## config.mk

```make
export PLATFORM = sky130hd
export DESIGN_NAME = rle_sprite_rgb565_decoder_flat
export DESIGN_NICKNAME = d
export VERILOG_FILES = /design/src/design/rle_spr_pkg.sv /design/src/design/rle_spr_words_if.sv /design/src/design/rle_spr_pixels_if.sv /design/src/design/rle_sprite_rgb565_decoder.sv /design/src/flat_wrapper.sv
export SDC_FILE = /design/constraint.sdc
export NUM_CORES = 1
export LEC_CHECK = 0
export BUFFER_PORTS_ARGS = -buffer_cell sky130_fd_sc_hd__buf_4
export CORE_UTILIZATION = 55
export CTS_BUF_LIST = sky130_fd_sc_hd__clkbuf_2
export CTS_CLUSTER_DIAMETER = 200
export CTS_CLUSTER_SIZE = 12
export DETAILED_ROUTE_END_ITERATION = 10
export GPL_ROUTABILITY_DRIVEN = 0
export PLACE_DENSITY = 0.71
export REMOVE_ABC_BUFFERS = 1
export SLEW_MARGIN = 20
export SYNTH_ARGS = -nofsm -noshare
export SYNTH_HDL_FRONTEND = slang
export SYNTH_SLANG_ARGS = --single-unit
```

## constraint.sdc

```tcl
create_clock -name clk -period 10.85 [get_ports clk]
set_input_delay 0.5425 -clock clk [delete_from_list [all_inputs] [get_ports clk]]
set_output_delay 0.5425 -clock clk [all_outputs]
set_load 0.02 [all_outputs]
```

## src/design/rle_spr_pkg.sv

```systemverilog
// Package with the phase type, status codes and constants of the RLE sprite decoder.
`default_nettype none

package rle_spr_pkg;

	typedef enum logic [2:0] {
		PH_WIDTH   = 3'd0,
		PH_HEIGHT  = 3'd1,
		PH_ROWLEN  = 3'd2,
		PH_SEGCNT  = 3'd3,
		PH_SKIP    = 3'd4,
		PH_COUNT   = 3'd5,
		PH_PIXEL   = 3'd6,
		PH_STOPPED = 3'd7
	} phase_t;

	localparam logic [1:0] ST_PIXEL   = 2'd0;
	localparam logic [1:0] ST_DROPPED = 2'd1;
	localparam logic [1:0] ST_ABORT   = 2'd2;
	localparam logic [1:0] ST_DONE    = 2'd3;

	localparam logic [16:0] COL_MAX     = 17'h1FFFF;
	localparam logic [7:0]  ALPHA_FULL  = 8'hFF;

endpackage

`default_nettype wire

```

## src/design/rle_spr_words_if.sv

```systemverilog
// Interface of the input channel that carries sprite stream words.
`default_nettype none

interface rle_spr_words_if;
	logic        valid;
	logic        ready;
	logic        restart;
	logic [15:0] word;

	modport source (output valid, output restart, output word, input ready);
	modport sink (input valid, input restart, input word, output ready);
endinterface

`default_nettype wire

```

## src/design/rle_spr_pixels_if.sv

```systemverilog
// Interface of the output channel that carries decoded pixels and sprite status.
`default_nettype none

interface rle_spr_pixels_if;
	logic        valid;
	logic        ready;
	logic [1:0]  status;
	logic [15:0] column;
	logic [15:0] row;
	logic [7:0]  red;
	logic [7:0]  green;
	logic [7:0]  blue;
	logic [7:0]  alpha;

	modport source (output valid, output status, output column, output row, output red,
		output green, output blue, output alpha, input ready);
	modport sink (input valid, input status, input column, input row, input red,
		input green, input blue, input alpha, output ready);
endinterface

`default_nettype wire

```

## src/design/rle_sprite_rgb565_decoder.sv

```systemverilog
// Top level of the RLE transparent sprite decoder with RGB565 to RGBA8888 expansion.
// A result is registered on the transaction of the word that causes it.
// Throughput: one stream word per cycle while no result is stalled, set by the phase update.
// A stalled result holds in the output register and stops new words only then.
// Reset clears the decoder state to wait for a width word and empties the output register.
`default_nettype none

module rle_sprite_rgb565_decoder
	import rle_spr_pkg::*;
(
	input  wire              clk,
	input  wire              arst_n,
	rle_spr_words_if.sink    words,
	rle_spr_pixels_if.source pixels
);

	phase_t      ph_q, ph_d;
	logic [15:0] width_q, width_d;
	logic [15:0] height_q, height_d;
	logic [15:0] row_q, row_d;
	logic [15:0] rwl_q, rwl_d;
	logic [15:0] seg_q, seg_d;
	logic [15:0] clr_q, clr_d;
	logic [16:0] col_q, col_d;

	logic        res_valid_q;
	logic [1:0]  res_status_q;
	logic [15:0] res_column_q;
	logic [15:0] res_row_q;
	logic [7:0]  res_red_q;
	logic [7:0]  res_green_q;
	logic [7:0]  res_blue_q;
	logic [7:0]  res_alpha_q;

	logic        accept;
	logic        res_emit;
	logic [1:0]  res_status;
	logic [15:0] res_column;
	logic [15:0] res_row;
	logic [7:0]  res_red;
	logic [7:0]  res_green;
	logic [7:0]  res_blue;
	logic [7:0]  res_alpha;
	logic [17:0] skip_sum;
	logic [15:0] rwl_dec;
	logic [15:0] row_inc;
	logic        row_end;
	logic        sent_pixel;
	logic [4:0]  r5;
	logic [5:0]  g6;
	logic [4:0]  b5;

	assign words.ready = !res_valid_q || pixels.ready;
	assign accept      = words.valid && words.ready;

	always_comb begin
		ph_d       = ph_q;
		width_d    = width_q;
		height_d   = height_q;
		row_d      = row_q;
		rwl_d      = rwl_q;
		seg_d      = seg_q;
		clr_d      = clr_q;
		col_d      = col_q;
		res_emit   = 1'b0;
		res_status = ST_PIXEL;
		res_column = 16'd0;
		res_row    = 16'd0;
		res_red    = 8'd0;
		res_green  = 8'd0;
		res_blue   = 8'd0;
		res_alpha  = 8'd0;
		row_end    = 1'b0;
		sent_pixel = 1'b0;
		r5         = words.word[15:11];
		g6         = words.word[10:5];
		b5         = words.word[4:0];
		skip_sum   = {1'b0, col_q} + {2'b00, words.word};
		rwl_dec    = rwl_q - 16'd1;
		row_inc    = row_q + 16'd1;

		if (ph_q == PH_STOPPED || words.restart || ph_q == PH_WIDTH) begin
			if (ph_q == PH_STOPPED && row_q >= height_q) begin
				res_emit   = 1'b1;
				res_status = ST_DONE;
				res_row    = height_q;
			end
			if (ph_q != PH_STOPPED || row_q >= height_q || words.restart) begin
				width_d  = words.word;
				height_d = 16'd0;
				row_d    = 16'd0;
				rwl_d    = 16'd0;
				seg_d    = 16'd0;
				clr_d    = 16'd0;
				col_d    = 17'd0;
				ph_d     = PH_HEIGHT;
			end
		end else if (ph_q == PH_HEIGHT) begin
			height_d = words.word;
			row_d    = 16'd0;
			if (width_q == 16'd0 || words.word == 16'd0) begin
				res_emit   = 1'b1;
				res_status = ST_DONE;
				ph_d       = PH_WIDTH;
			end else begin
				ph_d = PH_ROWLEN;
			end
		end else begin
			if (ph_q == PH_ROWLEN) begin
				rwl_d   = words.word;
				col_d   = 17'd0;
				seg_d   = 16'd0;
				clr_d   = 16'd0;
				ph_d    = PH_SEGCNT;
				row_end = (words.word == 16'd0);
			end else begin
				rwl_d   = rwl_dec;
				row_end = (rwl_dec == 16'd0);
				unique case (ph_q)
					PH_SEGCNT: begin
						if (words.word > width_q) begin
							res_emit   = 1'b1;
							res_status = ST_ABORT;
							res_row    = row_q;
							ph_d       = PH_STOPPED;
							row_end    = 1'b0;
						end else begin
							seg_d = words.word;
							ph_d  = PH_SKIP;
						end
					end
					PH_SKIP: begin
						if (seg_q != 16'd0) begin
							col_d = skip_sum[17] ? COL_MAX : skip_sum[16:0];
							ph_d  = PH_COUNT;
						end
					end
					PH_COUNT: begin
						clr_d = words.word;
						seg_d = seg_q - 16'd1;
						ph_d  = (words.word != 16'd0) ? PH_PIXEL : PH_SKIP;
					end
					PH_PIXEL: begin
						res_emit   = 1'b1;
						sent_pixel = 1'b1;
						res_status = (col_q >= {1'b0, width_q}) ? ST_DROPPED : ST_PIXEL;
						res_column = col_q[16] ? 16'hFFFF : col_q[15:0];
						res_row    = row_q;
						res_red    = {r5, r5[4:2]};
						res_green  = {g6, g6[5:4]};
						res_blue   = {b5, b5[4:2]};
						res_alpha  = ALPHA_FULL;
						col_d      = (col_q != COL_MAX) ? col_q + 17'd1 : col_q;
						clr_d      = clr_q - 16'd1;
						if (clr_q == 16'd1) begin
							ph_d = PH_SKIP;
						end
					end
					default: begin
					end
				endcase
			end
			if (row_end) begin
				row_d = row_inc;
				col_d = 17'd0;
				seg_d = 16'd0;
				clr_d = 16'd0;
				if (row_inc >= height_q) begin
					if (sent_pixel) begin
						ph_d = PH_STOPPED;
					end else begin
						res_emit   = 1'b1;
						res_status = ST_DONE;
						res_column = 16'd0;
						res_row    = row_inc;
						res_red    = 8'd0;
						res_green  = 8'd0;
						res_blue   = 8'd0;
						res_alpha  = 8'd0;
						ph_d       = PH_WIDTH;
					end
				end else begin
					ph_d = PH_ROWLEN;
				end
			end
		end
	end

	always_ff @(posedge clk or negedge arst_n) begin
		if (!arst_n) begin
			ph_q     <= PH_WIDTH;
			width_q  <= 16'd0;
			height_q <= 16'd0;
			row_q    <= 16'd0;
			rwl_q    <= 16'd0;
			seg_q    <= 16'd0;
			clr_q    <= 16'd0;
			col_q    <= 17'd0;
		end else if (accept) begin
			ph_q     <= ph_d;
			width_q  <= width_d;
			height_q <= height_d;
			row_q    <= row_d;
			rwl_q    <= rwl_d;
			seg_q    <= seg_d;
			clr_q    <= clr_d;
			col_q    <= col_d;
		end
	end

	always_ff @(posedge clk or negedge arst_n) begin
		if (!arst_n) begin
			res_valid_q <= 1'b0;
		end else if (accept) begin
			res_valid_q <= res_emit;
		end else if (pixels.ready) begin
			res_valid_q <= 1'b0;
		end
	end

	always_ff @(posedge clk) begin
		if (accept && res_emit) begin
			res_status_q <= res_status;
			res_column_q <= res_column;
			res_row_q    <= res_row;
			res_red_q    <= res_red;
			res_green_q  <= res_green;
			res_blue_q   <= res_blue;
			res_alpha_q  <= res_alpha;
		end
	end

	assign pixels.valid  = res_valid_q;
	assign pixels.status = res_status_q;
	assign pixels.column = res_column_q;
	assign pixels.row    = res_row_q;
	assign pixels.red    = res_red_q;
	assign pixels.green  = res_green_q;
	assign pixels.blue   = res_blue_q;
	assign pixels.alpha  = res_alpha_q;

endmodule

`default_nettype wire

```

## src/flat_wrapper.sv

```systemverilog
// flat-port wrapper written by rule: the top's interface ports become plain ports
module rle_sprite_rgb565_decoder_flat import rle_spr_pkg::*;
  (clk, arst_n, words_valid, words_restart, words_word, words_ready, pixels_valid, pixels_status, pixels_column, pixels_row, pixels_red, pixels_green, pixels_blue, pixels_alpha, pixels_ready);
  rle_spr_words_if words_i ();
  rle_spr_pixels_if pixels_i ();
  input  wire clk;
  input  wire arst_n;
  input wire logic [$bits(words_i.valid)-1:0] words_valid;
  input wire logic [$bits(words_i.restart)-1:0] words_restart;
  input wire logic [$bits(words_i.word)-1:0] words_word;
  output wire logic [$bits(words_i.ready)-1:0] words_ready;
  output wire logic [$bits(pixels_i.valid)-1:0] pixels_valid;
  output wire logic [$bits(pixels_i.status)-1:0] pixels_status;
  output wire logic [$bits(pixels_i.column)-1:0] pixels_column;
  output wire logic [$bits(pixels_i.row)-1:0] pixels_row;
  output wire logic [$bits(pixels_i.red)-1:0] pixels_red;
  output wire logic [$bits(pixels_i.green)-1:0] pixels_green;
  output wire logic [$bits(pixels_i.blue)-1:0] pixels_blue;
  output wire logic [$bits(pixels_i.alpha)-1:0] pixels_alpha;
  input wire logic [$bits(pixels_i.ready)-1:0] pixels_ready;
  assign words_i.valid = words_valid;
  assign words_i.restart = words_restart;
  assign words_i.word = words_word;
  assign words_ready = words_i.ready;
  assign pixels_valid = pixels_i.valid;
  assign pixels_status = pixels_i.status;
  assign pixels_column = pixels_i.column;
  assign pixels_row = pixels_i.row;
  assign pixels_red = pixels_i.red;
  assign pixels_green = pixels_i.green;
  assign pixels_blue = pixels_i.blue;
  assign pixels_alpha = pixels_i.alpha;
  assign pixels_i.ready = pixels_ready;
  rle_sprite_rgb565_decoder u_core (.clk(clk), .arst_n(arst_n), .words(words_i), .pixels(pixels_i));
endmodule
```

==> impl_metrics.csv <==
group,metric,value,unit
floorplan,starting_density_of_the_core,0.566,
yosys,synth.yosys.seq_area_share,0.384,
sta,timing.setup.tns,0,ns
place,hpwlAfterDp,24.0,mm
setup_path,setup.worst_path.end_class,"flip-flop",
sta,maxSlewHeadroom,0.264,
yosys,ys_warn_count,0,
sta,post-route-worst-setup-slack,5.98,ns
clock_tree,clk_pin_slew,0.25,ns
setup_path,worst_path_most_repeated_cell,"sky130_fd_sc_hd__and3_1",
yosys,number_of_synthesized_register_bits,168,
routing,via_count,10800,
setup_path,worst_path_dominant_cell_family,"simple AND/OR/NAND/NOR gates",
sta,fin_crit_sh,0.449,
pwr,comb_power_share,0.530,
yosys,asyncSetResetFlopFracSynth,0.696,
routing,route.antenna.remaining_nets,0,
grt,first_global_vias,9852,
yosys,synthesis.instances,1363,
routing,count_of_unresolved_drc_violations_after_routing,0,
floorplan,std_cell_rows,52,
routing,drt_first_iter_violations,1108,
sta,worst_pin_slew,1.10,ns
floorplan,io_pins,89,
sta,report.final.hold_viol_count,0,
sta,unrepaired_setup_endpoints_after_global_routing,"no",
setup_path,critPathArrivalTime,5.34,ns
floorplan,die_w,147,um
clock_tree,worstSkewPairLatency,0.78,ns
clock_tree,tritoncts_clock_tree,"done",
floorplan,die_h,147,um
setup_path,worst_setup_sp_type,"flip-flop",
setup_path,timing.critical_path.cells,"ha_1 > nand3_1 > nor2_1 > and3_1 > and3_1 > and3_1 > nand3_1 > xor2_1 > inv_1 > ha_1 > a21o_1 > a221o_1 > nor2_1 > o211ai_1 > a21o_1 > a21oi_1 > nor2_4 > buf_4",
flow_run,cap_violations,0,
finish,fillerInstances,1806,
pwr,clock_share_of_power,0.118,
yosys,synth_cell_area,11600,um^2
floorplan,die_area,21700,um^2
status,run_status,"complete, no violations",
pwr,p_int,1.53,mW
setup_path,critical_path_required,11.32,ns
routing,viasPerCell,6.39,
pwr,switching_power,1.46,mW
setup_path,critical_path_buf_inv_count,2,
setup_path,critPathKind,"flip-flop to flip-flop",
routing,avgRoutedWirePerCell,20.4,um
grt,grt_usage,0.323,
clock_tree,cts_num_sinks,168,
grt,grt_first_pass_wirelength,54.0,mm
finish,stdcell_count,1691,
setup_path,largest_stage_delay_on_the_critical_path,0.55,ns
pwr,power.ir.vdd_worst,0.119,mV
pwr,seq_power_share,0.352,
yosys,synth-edff-count,51,
routing,detailedRoute.firstPassIterationCount,8,
hold_path,hold_path_class,"input pin to flip-flop",
sta,final-setup-viol-count,0,
finish,area_growth,8.90,%
pwr,switching_portion_of_total_power,0.488,
pwr,power_leakage,5.39,nW
sta,finalMaxSlewViolations,0,
grt,grt_antenna_before_repair,1,
finish,count_of_nets_after_finishing,1517,
finish,layout.cells.most_common,"sky130_fd_sc_hd__nand2_1",
place,pre_cts_slack,6.07,ns
sta,worst_hold_slack,0.0678,ns
finish,layout_common_cells,"sky130_fd_sc_hd__nand2_1, sky130_fd_sc_hd__o21ai_0, sky130_fd_sc_hd__a21oi_1",
clock_tree,cts_buffer_depth,2,
yosys,post_synth.cell_area_avg,8.52,um^2
pwr,cellPowerDensity,236,nW/um^2
floorplan,area_of_the_core,20500,um^2
place,port_buffers,88,
grt,pin_count_of_the_biggest_net_entering_global_routing,71,
setup_path,critical_path_fanout_max,43,
setup_path,cpMaxStageDelayCell,"sky130_fd_sc_hd__dfrtp_1",
sta,min_period,4.87,ns
sta,maxClockFrequency,205,MHz
grt,grt-ovfl-total,0,
clock_tree,cts_buffers,17,
clock_tree,ctsHtreeMaxLevel,4,
yosys,ys_dominant_reg_cell,"sky130_fd_sc_hd__dfrtp_1",
place,dp_cells,1656,
sta,clock_skew,0.0417,ns
routing,route.final.wire_length,34.5,mm
yosys,synth_cell_types,73,
clock_tree,clk_root_buffer_cell,"sky130_fd_sc_hd__clkbuf_2",
finish,proportion_of_layout_cells_with_a_drive_suffix_above_1,0.114,
==> layer usage <==
metal	wire length [um]	up-vias	global-route usage	part of all wire
met5	0	-	0	0
li1	-	5048	-	-
met4	1280	0	0.143	0.037
met2	14700	588	0.466	0.43
met1	15300	5081	0.472	0.44
met3	3230	89	0.0599	0.094
==> cell type report <==
class	count	area, um^2	area share
inverters	64	240	0.0190
well taps	270	338	0.0267
diodes	1	2.50	0.000198
multi-input cells	1053	6590	0.521
clock buffers	17	85.1	0.00673
flip-flops and latches	168	4460	0.353
repair buffers	103	778	0.0616
clock inverters	15	151	0.0120
==> per-stage QoR <==
step | utilization | power, mW | area (um^2)
2_1_floorplan | - | 2.12 | 11200
3_3_place_gp | 0.604 | 2.56 | 12400
3_5_place_dp | 0.604 | 2.60 | 12400
4_1_cts | 0.617 | 2.95 | 12600
5_1_grt | 0.617 | 3.22 | 12600
6_report | 0.617 | 2.99 | 12600
==> cell families (layout without fill, tap and decap cells) <==
family | Yosys count | after routing | share of synthesized area
buffers and inverters | 142 | 199 | 0.0547
and+or+nand+nor | 499 | 499 | 0.210
AOI/OAI and AO/OA | 425 | 425 | 0.224
DFF | 168 | 168 | 0.384
xor gates and xnor gates | 38 | 38 | 0.0287
adders and majority gates | 89 | 89 | 0.0966
other | 0 | 1 | 0
muxes | 2 | 2 | 0.00183
==> worst paths after layout <==
check	end	cells after the start	slack, ns	start
min in group asynchronous	u_core.seg_q[4]	2	0.28	arst_n
worst min-delay path	u_core.width_q[10]	3	0.07	words_word[10]
worst max register to register	u_core.pixels.column[15]	18	5.98	u_core.row_q[0]
worst min register to register	u_core.seg_q[0]	1	0.56	u_core.seg_q[0]
worst max-delay path	u_core.pixels.column[15]	18	5.98	u_core.row_q[0]
max in group asynchronous	u_core.width_q[12]	3	9.13	arst_n
==> power groups by stage <==
| stage | Clock (mW) | Combinational [mW] | Sequential [mW] |
|---|---|---|---|
| 2_1_floorplan | 0 | 1.12 | 1.00 |
| 5_1_grt | 0.377 | 1.77 | 1.07 |
| 3_3_place_gp | 0 | 1.51 | 1.05 |
| 3_5_place_dp | 0 | 1.54 | 1.06 |
| 4_1_cts | 0.355 | 1.56 | 1.04 |
| 6_report | 0.352 | 1.58 | 1.05 |
==> cells in the mapped netlist (17+ instances only) <==
cell type | number | share of area
sky130_fd_sc_hd__o21ai_0 | 134 | 0.058
sky130_fd_sc_hd__xor2_1 | 20 | 0.015
sky130_fd_sc_hd__nor3_1 | 39 | 0.017
sky130_fd_sc_hd__nand2_1 | 163 | 0.053
sky130_fd_sc_hd__nor2_1 | 116 | 0.038
sky130_fd_sc_hd__clkbuf_1 | 42 | 0.014
sky130_fd_sc_hd__nand3_1 | 38 | 0.016
sky130_fd_sc_hd__a21o_1 | 17 | 0.011
sky130_fd_sc_hd__edfxtp_1 | 51 | 0.13
sky130_fd_sc_hd__inv_1 | 64 | 0.021
sky130_fd_sc_hd__a21oi_1 | 119 | 0.051
sky130_fd_sc_hd__xnor2_1 | 18 | 0.014
sky130_fd_sc_hd__ha_1 | 88 | 0.095
sky130_fd_sc_hd__buf_4 | 17 | 0.011
sky130_fd_sc_hd__dfrtp_1 | 117 | 0.25
sky130_fd_sc_hd__nor4_1 | 21 | 0.011
sky130_fd_sc_hd__and2_1 | 24 | 0.013
sky130_fd_sc_hd__o31ai_1 | 18 | 0.012
==> sequential cells by signal (all words and copies together), names as in the netlist <==
name / flops
u_core.col_q: 17
u_core.clr_q: 16
u_core.height_q: 16
u_core.pixels.column: 16
u_core.pixels.row: 16
u_core.row_q: 16
u_core.rwl_q: 16
u_core.seg_q: 16
u_core.width_q: 16
u_core.pixels.green: 6
u_core.pixels.blue: 5
u_core.pixels.red: 5
u_core.ph_q: 3
u_core.pixels.status: 2
u_core.pixels.alpha: 1
u_core.pixels.valid: 1
==> worst register-to-register path, stage by stage (launching register included) <==
cell and delay [ns]:
sky130_fd_sc_hd__dfrtp_1 0.55, sky130_fd_sc_hd__ha_1 0.29, sky130_fd_sc_hd__nand3_1 0.16, sky130_fd_sc_hd__nor2_1 0.22, sky130_fd_sc_hd__and3_1 0.24, sky130_fd_sc_hd__and3_1 0.25
sky130_fd_sc_hd__and3_1 0.23, sky130_fd_sc_hd__nand3_1 0.12, sky130_fd_sc_hd__xor2_1 0.26, sky130_fd_sc_hd__inv_1 0.08, sky130_fd_sc_hd__ha_1 0.30, sky130_fd_sc_hd__a21o_1 0.16
sky130_fd_sc_hd__a221o_1 0.33, sky130_fd_sc_hd__nor2_1 0.25, sky130_fd_sc_hd__o211ai_1 0.15, sky130_fd_sc_hd__a21o_1 0.19, sky130_fd_sc_hd__a21oi_1 0.30, sky130_fd_sc_hd__nor2_4 0.13
sky130_fd_sc_hd__buf_4 0.33
==> repair_timing <==
item / in CTS / in global routing
gates resized for setup: 0 / 0
setup buffers: 0 / 0
hold endpoints to repair: 48 / 0
hold buffers: 2 / 0
(Power assumes the default switching activity.)
